===== config.mk =====
export PLATFORM = sky130hd
export DESIGN_NAME = bitmap_test_modify_and_search
export DESIGN_NICKNAME = d
export VERILOG_FILES = /design/src/sv/bmap_pkg.sv /design/src/sv/bmap_mem.sv /design/src/sv/bmap_ctrl.sv /design/src/sv/bitmap_test_modify_and_search.sv
export SDC_FILE = /design/constraint.sdc
export NUM_CORES = 2
export LEC_CHECK = 0
export ABC_AREA = 1
export BUFFER_PORTS_ARGS = -buffer_cell sky130_fd_sc_hd__buf_4
export CAP_MARGIN = 20
export CORE_UTILIZATION = 63
export CTS_CLUSTER_SIZE = 25
export DETAILED_ROUTE_END_ITERATION = 8
export PLACE_DENSITY = 0.77
export REMOVE_ABC_BUFFERS = 1
export SLEW_MARGIN = 20
export SYNTH_ARGS = -nofsm -noshare
export SYNTH_HDL_FRONTEND = slang
export SYNTH_HIERARCHICAL = 1
export SYNTH_SLANG_ARGS = --single-unit

===== constraint.sdc =====
create_clock -name clk -period 4.35 [get_ports clk]
set_input_delay 0.2175 -clock clk [delete_from_list [all_inputs] [get_ports clk]]
set_output_delay 0.2175 -clock clk [all_outputs]
set_load 0.05 [all_outputs]

===== src/sv/bmap_pkg.sv =====
`timescale 1ns / 1ps
// ----------------------------------------------------------------------------
// bmap_pkg
// Shared types, constants and helpers of the bitmap test/modify/search block.
// ----------------------------------------------------------------------------
package bmap_pkg;

	// bitmap geometry
	localparam int NBITS     = 1024;
	localparam int WORD_BITS = 32;
	localparam int NWORDS    = NBITS / WORD_BITS;
	localparam int IDX_W     = $clog2(NBITS);
	localparam int POS_W     = $clog2(WORD_BITS);
	localparam int WADDR_W   = $clog2(NWORDS);
	localparam int LIM_W     = IDX_W + 1;
	localparam int CMD_W     = 3;

	// command codes
	localparam logic [CMD_W-1:0] CMD_TSET = 3'd0;
	localparam logic [CMD_W-1:0] CMD_TCLR = 3'd1;
	localparam logic [CMD_W-1:0] CMD_TCHG = 3'd2;
	localparam logic [CMD_W-1:0] CMD_FNZ  = 3'd3;
	localparam logic [CMD_W-1:0] CMD_FNS  = 3'd4;

	// input word
	typedef struct packed {
		logic [CMD_W-1:0] cmd;
		logic [IDX_W-1:0] bit_index;
	} in_item_t;

	// output word
	typedef struct packed {
		logic             old_bit;
		logic             found;
		logic [LIM_W-1:0] found_index;
	} out_item_t;

	// memory access from the sequencer
	typedef struct packed {
		logic [WADDR_W-1:0]   raddr;
		logic                 we;
		logic [WADDR_W-1:0]   waddr;
		logic [WORD_BITS-1:0] wdata;
	} mem_req_t;

	// sequencer states
	typedef enum logic [1:0] {
		ST_IDLE,
		ST_MOD,
		ST_SRCH,
		ST_DONE
	} st_t;

	// position of the lowest set bit of a word
	function automatic logic [POS_W-1:0] lsb_pos(input logic [WORD_BITS-1:0] w);
		logic [POS_W-1:0] p;
		p = '0;
		for (int i = WORD_BITS - 1; i >= 0; i--) begin
			if (w[i]) begin
				p = POS_W'(i);
			end
		end
		return p;
	endfunction

endpackage


===== src/sv/bmap_mem.sv =====
`timescale 1ns / 1ps
// ----------------------------------------------------------------------------
// bmap_mem
// Bitmap word store: one read and one write port, registered read data,
// per-word valid bits so that unwritten words read as zero after reset.
// ----------------------------------------------------------------------------
module bmap_mem import bmap_pkg::*; (
	input  logic                 clk,
	input  logic                 arst_n,
	input  mem_req_t             req,
	output logic [WORD_BITS-1:0] rdata
);

	logic [WORD_BITS-1:0] mem [NWORDS];
	logic [NWORDS-1:0]    vld_q;
	logic [WORD_BITS-1:0] rdata_s1;
	logic                 rvld_s1;

	// word array, no reset
	always_ff @(posedge clk) begin
		if (req.we) begin
			mem[req.waddr] <= req.wdata;
		end
		rdata_s1 <= mem[req.raddr];
	end

	// valid bits, cleared at reset
	always_ff @(posedge clk or negedge arst_n) begin
		if (!arst_n) begin
			vld_q   <= '0;
			rvld_s1 <= 1'b0;
		end else begin
			if (req.we) begin
				vld_q[req.waddr] <= 1'b1;
			end
			rvld_s1 <= vld_q[req.raddr];
		end
	end

	// never-written word reads as zero
	assign rdata = rvld_s1 ? rdata_s1 : '0;

endmodule


===== src/sv/bmap_ctrl.sv =====
`timescale 1ns / 1ps
// ----------------------------------------------------------------------------
// bmap_ctrl
// Command sequencer: read-modify-write of one word, or an upward scan that
// checks one bitmap word per cycle against start and limit masks.
// ----------------------------------------------------------------------------
module bmap_ctrl import bmap_pkg::*; (
	input  logic                 clk,
	input  logic                 arst_n,
	input  logic                 in_valid,
	output logic                 in_stall,
	input  in_item_t             in_data,
	input  logic [LIM_W-1:0]     limit,
	output logic                 res_valid,
	input  logic                 res_ready,
	output out_item_t            res_data,
	output mem_req_t             mem_req,
	input  logic [WORD_BITS-1:0] mem_rdata
);

	st_t                  state_q, state_d;
	logic [CMD_W-1:0]     cmd_q;
	logic [IDX_W-1:0]     idx_q;
	logic [WADDR_W-1:0]   word_q;
	out_item_t            res_q;

	logic                 in_is_mod, in_is_srch, in_past_lim;
	logic [POS_W-1:0]     pos;
	logic [WORD_BITS-1:0] bit_mask, new_word;
	logic                 old_bit;
	logic [WADDR_W:0]     word_ext, lim_word;
	logic [WORD_BITS-1:0] tgt, start_mask, lim_mask, cand;
	logic                 hit, srch_end;
	logic [LIM_W-1:0]     next_base;

	// input decode
	assign in_is_mod   = (in_data.cmd == CMD_TSET) || (in_data.cmd == CMD_TCLR) ||
	                     (in_data.cmd == CMD_TCHG);
	assign in_is_srch  = (in_data.cmd == CMD_FNZ) || (in_data.cmd == CMD_FNS);
	assign in_past_lim = {1'b0, in_data.bit_index} >= limit;

	// modify path
	assign pos      = idx_q[POS_W-1:0];
	assign bit_mask = {{(WORD_BITS-1){1'b0}}, 1'b1} << pos;
	assign old_bit  = mem_rdata[pos];

	always_comb begin
		unique case (cmd_q)
			CMD_TSET: new_word = mem_rdata | bit_mask;
			CMD_TCLR: new_word = mem_rdata & ~bit_mask;
			default:  new_word = mem_rdata ^ bit_mask;
		endcase
	end

	// search path: mask the arriving word to [start, limit)
	assign word_ext   = {1'b0, word_q};
	assign lim_word   = limit[LIM_W-1:POS_W];
	assign tgt        = (cmd_q == CMD_FNS) ? mem_rdata : ~mem_rdata;
	assign start_mask = (word_q == idx_q[IDX_W-1:POS_W]) ?
	                    ({WORD_BITS{1'b1}} << idx_q[POS_W-1:0]) : {WORD_BITS{1'b1}};

	always_comb begin
		priority if (word_ext < lim_word) begin
			lim_mask = {WORD_BITS{1'b1}};
		end else if (word_ext == lim_word) begin
			lim_mask = ~({WORD_BITS{1'b1}} << limit[POS_W-1:0]);
		end else begin
			lim_mask = '0;
		end
	end

	assign cand      = tgt & start_mask & lim_mask;
	assign hit       = |cand;
	assign next_base = {word_ext + 1'b1, {POS_W{1'b0}}};
	assign srch_end  = hit || (next_base >= limit);

	// next state
	always_comb begin
		state_d = state_q;
		unique case (state_q)
			ST_IDLE: begin
				if (in_valid) begin
					priority if (in_is_mod) begin
						state_d = ST_MOD;
					end else if (in_is_srch && !in_past_lim) begin
						state_d = ST_SRCH;
					end else begin
						state_d = ST_DONE;
					end
				end
			end
			ST_MOD: begin
				state_d = ST_DONE;
			end
			ST_SRCH: begin
				if (srch_end) begin
					state_d = ST_DONE;
				end
			end
			ST_DONE: begin
				if (res_ready) begin
					state_d = ST_IDLE;
				end
			end
			default: state_d = ST_IDLE;
		endcase
	end

	// outputs
	always_comb begin
		in_stall       = 1'b1;
		res_valid      = 1'b0;
		mem_req.raddr  = word_q;
		mem_req.we     = 1'b0;
		mem_req.waddr  = idx_q[IDX_W-1:POS_W];
		mem_req.wdata  = new_word;
		unique case (state_q)
			ST_IDLE: begin
				in_stall      = 1'b0;
				mem_req.raddr = in_data.bit_index[IDX_W-1:POS_W];
			end
			ST_MOD: begin
				mem_req.we = 1'b1;
			end
			ST_SRCH: begin
				mem_req.raddr = word_q + 1'b1;
			end
			ST_DONE: begin
				res_valid = 1'b1;
			end
			default: ;
		endcase
	end

	assign res_data = res_q;

	// state register
	always_ff @(posedge clk or negedge arst_n) begin
		if (!arst_n) begin
			state_q <= ST_IDLE;
		end else begin
			state_q <= state_d;
		end
	end

	// command, word pointer and result
	always_ff @(posedge clk) begin
		unique case (state_q)
			ST_IDLE: begin
				if (in_valid) begin
					cmd_q             <= in_data.cmd;
					idx_q             <= in_data.bit_index;
					word_q            <= in_data.bit_index[IDX_W-1:POS_W];
					res_q.old_bit     <= 1'b0;
					res_q.found       <= 1'b0;
					res_q.found_index <= in_is_srch ? limit : '0;
				end
			end
			ST_MOD: begin
				res_q.old_bit <= old_bit;
			end
			ST_SRCH: begin
				word_q <= word_q + 1'b1;
				if (hit) begin
					res_q.found       <= 1'b1;
					res_q.found_index <= {1'b0, word_q, lsb_pos(cand)};
				end
			end
			default: ;
		endcase
	end

`ifndef SYNTHESIS
	// an accepted word always starts work
	a_accept_leaves_idle: assert property (@(posedge clk) disable iff (!arst_n)
		(in_valid && !in_stall) |=> (state_q != ST_IDLE))
		else $error("accepted word left sequencer idle");

	// a found index lies below the limit
	a_found_below_limit: assert property (@(posedge clk) disable iff (!arst_n)
		(res_valid && res_data.found) |-> (res_data.found_index < limit))
		else $error("found index not below search limit");

	// scan walks one word per cycle
	a_scan_steps: assert property (@(posedge clk) disable iff (!arst_n)
		(state_q == ST_SRCH && !srch_end) |=>
		(state_q == ST_SRCH && word_q == $past(word_q) + 1'b1))
		else $error("scan pointer skipped a word");

	// a handed-off result frees the sequencer
	a_done_to_idle: assert property (@(posedge clk) disable iff (!arst_n)
		(res_valid && res_ready) |=> (state_q == ST_IDLE))
		else $error("sequencer stuck after result hand-off");
`endif

endmodule


===== src/sv/bitmap_test_modify_and_search.sv =====
`timescale 1ns / 1ps
// ----------------------------------------------------------------------------
// bitmap_test_modify_and_search
// Bitmap of 1024 bits with test-and-set/clear/change and find-next-zero/set.
// ----------------------------------------------------------------------------
// Usage:
// - input channel in_valid/in_stall/in_data: one command word at a time;
//   in_stall is high while a command is in work
// - output channel out_valid/out_stall/out_data: one result word per command,
//   held in an output register until taken, so a new command is accepted
//   while a result still waits
// - cfg_we/cfg_wdata write the search limit; write only while idle
// - modify commands: the word is read, then written back, and the result
//   goes to the output register; the next command may enter after hand-off
// - searches: the scan covers 1 to 32 words and checks one 32-bit word
//   per cycle through the single read port, ending at the first hit or at
//   the limit
// - a search starting at or past the limit, or an unused code, goes
//   straight to the result without a read-modify-write or scan
// - reset clears the whole bitmap at once through per-word valid bits and
//   sets the search limit to 1024; no clearing pass is needed
// - when out_stall holds a result, the next command still runs and then
//   waits for the output register before its result is loaded
// ----------------------------------------------------------------------------
module bitmap_test_modify_and_search import bmap_pkg::*; (
	input  logic             clk,
	input  logic             arst_n,
	input  logic             in_valid,
	output logic             in_stall,
	input  in_item_t         in_data,
	output logic             out_valid,
	input  logic             out_stall,
	output out_item_t        out_data,
	input  logic             cfg_we,
	input  logic [LIM_W-1:0] cfg_wdata
);

	logic [LIM_W-1:0]     search_limit_q;
	logic [LIM_W-1:0]     limit;
	logic                 res_valid, res_ready;
	out_item_t            res_data;
	mem_req_t             mem_req;
	logic [WORD_BITS-1:0] mem_rdata;
	logic                 out_valid_q;
	out_item_t            out_data_q;

	// search limit register
	always_ff @(posedge clk or negedge arst_n) begin
		if (!arst_n) begin
			search_limit_q <= LIM_W'(NBITS);
		end else if (cfg_we) begin
			search_limit_q <= cfg_wdata;
		end
	end

	// clamp the limit to the bitmap size
	assign limit = (search_limit_q > LIM_W'(NBITS)) ? LIM_W'(NBITS) : search_limit_q;

	bmap_ctrl u_ctrl (
		.clk       (clk),
		.arst_n    (arst_n),
		.in_valid  (in_valid),
		.in_stall  (in_stall),
		.in_data   (in_data),
		.limit     (limit),
		.res_valid (res_valid),
		.res_ready (res_ready),
		.res_data  (res_data),
		.mem_req   (mem_req),
		.mem_rdata (mem_rdata)
	);

	bmap_mem u_mem (
		.clk    (clk),
		.arst_n (arst_n),
		.req    (mem_req),
		.rdata  (mem_rdata)
	);

	// output register takes a result when empty or being drained
	assign res_ready = !out_valid_q || !out_stall;

	always_ff @(posedge clk or negedge arst_n) begin
		if (!arst_n) begin
			out_valid_q <= 1'b0;
		end else if (res_ready) begin
			out_valid_q <= res_valid;
		end
	end

	always_ff @(posedge clk) begin
		if (res_ready && res_valid) begin
			out_data_q <= res_data;
		end
	end

	assign out_valid = out_valid_q;
	assign out_data  = out_data_q;

endmodule

# Word level (Yosys, flattened, before mapping)
# Memory sizes are Yosys's and may differ from the RTL's. A register that Yosys moved wholly into a read port is not among the register bits.
# Cells that the tools add are included.
[word_totals]
register_bits = 91
ram_bits = 1024
in_bits = 29
word_cells = 138
n_memories = 1
[mem_list]
columns = ["name", "words", "word_bits", "rd", "rd_ports_with_merged_regs", "write_ports", "line_no", "text"]
rows = [
  ["u_mem.mem", 32, 32, 1, 1, 1, "bmap_mem.sv:14", "logic [WORD_BITS-1:0] mem [NWORDS];"],
]
[classes]
addsub = 2
magnitude_cmp = 8
eq_ne = 15
shift = 3
mux = 64
bitwise = 9
reduce_logical = 22
[op_table]
columns = ["operator", "count"]
rows = [
  ["$mux 5", 33],
  ["$mux 32", 5],
  ["$and 32x32->32", 3],
  ["$not 32->32", 3],
  ["$or 32x32->32", 2],
  ["$pmux 32 s2", 1],
  ["$shl 32x5->32 const A", 2],
  ["$reduce_or 32->1", 1],
  ["$shl 1x5->32 const A", 1],
  ["$xor 32x32->32", 1],
  ["$pmux 12 s2", 1],
  ["$mux 11", 2],
  ["$pmux 5 s2", 2],
  ["$lt 5x6->1 const B", 3],
  ["$mux 13", 1],
  ["$mux 12", 1],
  ["$ge 10x11->1", 1],
  ["$ge 11x11->1", 1],
  ["$gt 11x11->1 const B", 1],
  ["$bmux 1 s5", 2],
  ["$mux 1", 9],
  ["$mux 2", 4],
  ["$pmux 2 s4", 1],
  ["$add 5x1->6 const B", 1],
  ["22 further kinds", 41],
]

# Logic depth before layout (Yosys ltp)
[logic_depth]
ltp_word = 41
depth_mapped = 44
ltp_nobuf = 44

# Modules after synthesis
# The synthesis kept the hierarchy.
[by_module_without_submodules]
columns = ["mod", "n_inst", "cells_per_inst", "area_per_inst_um2", "seq_area_each_um2"]
rows = [
  ["bmap_mem", 1, 3744, 43984.7, 32215.9],
  ["bmap_ctrl", 1, 773, 5420.2, 980.9],
  ["bitmap_test_modify_and_search", 1, 83, 932.1, 691.9],
]

# Worst setup path before layout
# OpenSTA, ideal clock, no wires.
[synth_path]
path_kind = "register to register"
start = "register search_limit_q[10]"
end = "register u_ctrl.res_q, in the netlist u_ctrl/res_data[0], enable pin"
setup_ns = 0.396
arrival_ns = 3.403
required_time_ns = 3.954
slack_ns = 0.550
path_stages_with_launch = 22
path_buffers = 2
period_less_slack_ns = 3.800
path_cell_list = "dfstp_2 -> inv_1 -> nor2_2 -> nor2_1 -> inv_1 -> ha_1 -> nand2_2 -> o21bai_1 -> nand3_1 -> buf_4 -> nand2_2 -> buf_6 -> inv_2 -> o21ai_0 -> nand3_1 -> nand2_1 -> inv_1 -> nand2_1 -> inv_1 -> nand2_1 -> nor3_1 -> nor3_1"
[synth_via]
elab_cells_between_ends = 12
cone_classes = "2 x order compare; 2 x eq/ne; 1 x shift; 3 x mux; 2 x bitwise; 2 x reduce/logical"
[synth_rtl]
columns = ["element", "line_no", "text"]
rows = [
  ["start, declared", "bitmap_test_modify_and_search.sv:38", "logic [LIM_W-1:0] search_limit_q;"],
  ["start signal, assigned", "bitmap_test_modify_and_search.sv:50", "search_limit_q <= LIM_W'(NBITS);"],
  ["start signal, assigned", "bitmap_test_modify_and_search.sv:52", "search_limit_q <= cfg_wdata;"],
  ["$gt 11x11->1 *", "bitmap_test_modify_and_search.sv:57", "assign limit = (search_limit_q > LIM_W'(NBITS)) ? LIM_W'(NBITS) : search_limit_q;"],
  ["$mux 11 *", "bitmap_test_modify_and_search.sv:57", ""],
  ["via limit[9]", "bitmap_test_modify_and_search.sv:39", "logic [LIM_W-1:0] limit;"],
  ["branches (longest 2 deep; another with $lt 5x6->1)", "--", ""],
  ["$mux 32 *", "bmap_ctrl.sv:63", "priority if (word_ext < lim_word) begin"],
  ["$and 32x32->32 *", "bmap_ctrl.sv:72", "assign cand = tgt & start_mask & lim_mask;"],
  ["$reduce_or 32->1 *", "bmap_ctrl.sv:73", "assign hit = |cand;"],
  ["$ne 2x1->1 (no line) *", "--", ""],
  ["$reduce_and 3->1 (no line) *", "--", ""],
  ["end, declared", "bmap_ctrl.sv:25", "out_item_t res_q;"],
]
# Mark *: on every way through the listed nets, which the timed path passes.
# A chain may end at the register's enable or synchronous reset.

# Worst setup path after layout
[layout_path]
start = "register search_limit_q[7]"
end = "register u_ctrl.res_q, in the netlist u_ctrl/res_data[0], data pin"
[layout_via]
elab_cells_between_ends = 45
cone_classes = "2 x order compare; 1 x eq/ne; 1 x shift; 39 x mux; 2 x bitwise"
[layout_rtl]
columns = ["element", "line_no", "text"]
rows = [
  ["$gt 11x11->1 *", "bitmap_test_modify_and_search.sv:57", ""],
  ["$mux 11 *", "bitmap_test_modify_and_search.sv:57", ""],
  ["via limit[9]", "bitmap_test_modify_and_search.sv:39", ""],
  ["branches (longest 2 deep; another with $lt 5x6->1)", "--", ""],
  ["$mux 32 *", "bmap_ctrl.sv:63", ""],
  ["$and 32x32->32 *", "bmap_ctrl.sv:72", ""],
  ["$mux 5 (31 in series)", "bmap_pkg.sv:59", "if (w[i]) begin"],
  ["$mux 5 *", "bmap_pkg.sv:59", ""],
  ["$mux 12 *", "bmap_ctrl.sv:164", "if (hit) begin"],
  ["$pmux 12 s2 *", "bmap_ctrl.sv:148", "unique case (state_q)"],
]
# Mark *: on every way through the listed nets, which the timed path passes. The select of a mux whose other input is x is not followed.

==> impl_metrics.ini <==
[grt]
grt_pass1_vias = 34554
antenna_found_initial = 1
grt_start_max_net_pins = 133
grt_pass1_wl_um = 212000
gr-total-overflow = 0
grtUsageTotal = 0.350

[clock_network]
cts-root-buf = clkbuf_16
clk_path_buf_depth = 3
cts_tree = done
numClockSinks = 1147
cts_made_buffers = 112
clk_pin_slew_worst_paths_ns = 0.06
ctsHtreeMaxLevel = 3
insertion_delay_ns = 0.70

[finish]
n_fill_cell = 5431
layout_commonest_cell = nand2_1
diodes = 0
fin_util = 0.709
final_layout_size_suffix_gt1_frac = 0.0979
fin_area_sq_um = 56000
fin_cells = 5830
layout_common_cells = nand2_1 (1734), edfxtp_1 (1068), nand3_1 (836), buf_4 (155), inv_1 (135)
syn_to_final_growth_pct = 11.3
nets = 4805

[synthesis]
synth_cells = 4600
ys_seq_area_frac = 0.673
syn_area_sq_um = 50300
synth_async_sr_flop_share = 0.0410
yosysUniqueCellTypes = 51
synth_seq_cells = 1147
ys.flop_type = edfxtp_1
yosys_warnings = 6
syn_area_per_cell_sq_um = 10.9
synth_edf_count = 1068

[routing]
wirelength_um = 142000
detail_route.first_pass.iterations = 8
wl_per_cell_um = 24.3
drtIter0Drc = 4819
drc = 0
vias_per_cell = 6.17
via_count = 35981
final_antenna_net_count = 0

[critical_path]
critPathArrivalTime_ns = 4.37
critPathRequiredTime_ns = 4.78
crit_slowest_cell = dfrtp_1
path_max_fanout = 11
endpoint_kind = flip-flop
crit_path_frequent_cell = nand2_1
crit_type = reg2reg
r2r_cells = 42
critPathMaxStageDelay_ns = 0.39
r2r_slack_ns = 0.41
start_kind = flip-flop

[sta]
fin_worst_skew_ns = 0.0397
rsz0062_at_grt = false
timing.final.crit_share = 0.905
fin_crit_ns = 3.94
relSlewSlack = 0.210
setup_ws_ns = 0.411
setup_violations = 0
tightest_slew_ns = 1.18
whs_ns = 0.0827
report.final.slew_viol_count = 0
maxClockFrequency_mhz = 254
finalHoldViolCount = 0

[die]
initial_core_util = 0.637
die_h_um = 285
io-pin-count = 44
die_w_um = 285
placementRows = 103
coreArea_sq_um = 79000
dieArea_sq_um = 81000

[placed_design]
io_buffer_count = 43
hpwl_um = 76600
gp_congestion = 0.965
dp_slack_ns = 0.386
numPlacedInstances = 5573
placed_area_sq_um = 52000

[job]
cap_violations = 0

[power]
power_density_nw_per_um2 = 838
p_leak_nw = 21.7
peakVddDrop_uv = 937

[worst_hold_path]
hold_depth = 3
hp-class = in2reg

[outcome]
outcome = finished, final reports clean
## per-layer routing
metal  share of wire  vias to the layer above  GRT usage
met5               0                        -          0
met4           0.054                        0      0.173
met3            0.12                      432     0.0550
met2            0.46                     2281      0.546
met1            0.37                    17266      0.483
li1                -                    16002          -
## registers in the layout, indices dropped and copies added, names as in the netlist
| signal | count |
|---|---|
| u_mem/mem | 1024 |
| u_mem/rdata_s1 | 32 |
| u_mem/vld_q | 32 |
| out_data | 13 |
| u_ctrl/res_data | 13 |
| search_limit_q | 11 |
| u_ctrl/idx_q | 10 |
| u_ctrl/word_q | 5 |
| u_ctrl/cmd_q | 3 |
| u_ctrl/state_q | 2 |
| out_valid | 1 |
| u_mem/rvld_s1 | 1 |
## cells by family after synthesis
group / after synthesis / share of synthesized area
AND/OR/NAND/NOR: 2751 / 0.231
flip-flops: 1147 / 0.673
buffers and inverters: 416 / 0.0462
AO/OA/AOI/OAI: 162 / 0.0209
adder cells (fa/ha/maj): 90 / 0.0224
XOR/XNOR: 34 / 0.00592
## cell type report
| type | instances | area [sq um] | area share |
|---|---|---|---|
| flip-flops and latches | 1147 | 33900 | 0.605 |
| multi-input cells | 3037 | 14500 | 0.258 |
| clock buffers | 145 | 2970 | 0.0529 |
| repair buffers | 231 | 2200 | 0.0392 |
| well taps | 1050 | 1310 | 0.0234 |
| inverters | 157 | 619 | 0.0111 |
| clock inverters | 63 | 584 | 0.0104 |
## power breakdown
group          leakage (nW)  total [W]  internal, W  switching, W
Sequential             10.7     0.0143       0.0139      0.000369
Combinational          9.22     0.0233      0.00660        0.0167
Clock                  1.73    0.00940      0.00524       0.00416
## stage by stage
stage / setup TNS [ns] / power [W]
floorplan: -906.47 / 0.0230
global placement: 0 / 0.0366
detailed placement: 0 / 0.0371
CTS: 0 / 0.0466
global route: 0 / 0.0496
finish: 0 / 0.0470
## synthesized netlist by cell type (34+ instances only)
cell	n	area [sq um]
buf_2	133	666
nand2_1	1734	6510
nor2_1	102	383
buf_6	60	676
inv_1	140	526
dfrtp_1	46	1150
xor2_1	34	298
o211ai_1	34	255
nand3_1	837	4190
edfxtp_1	1068	32100
o21ai_0	61	305
ha_1	90	1130
## path summary, 6_finish.rpt
| kind | from | endpoint |
|---|---|---|
| min reg2reg | u_ctrl/res_data[7] | out_data[7] |
| min | in_valid | u_ctrl/res_data[12] |
| min in group asynchronous | arst_n | u_ctrl/state_q[1] |
| max | search_limit_q[7] | u_ctrl/res_data[0] |
| max in group asynchronous | arst_n | u_mem/vld_q[7] |
| max reg2reg | search_limit_q[7] | u_ctrl/res_data[0] |
## critical path: cells and delay by family, from the launching register on
kind	cells	cell delay, ns
flops	1	0.39
fa+ha+maj	1	0.30
compound gates	2	0.18
simple gates	36	2.39
buf+inv	3	0.39
## repair_timing
action	in CTS	in global routing
hold buffers	48	0
resized for setup	0	14
buffers inserted	0	1
hold endpoints to repair	77	0
setup endpoints to repair	0	1
Power figures use the tool's default switching activity.
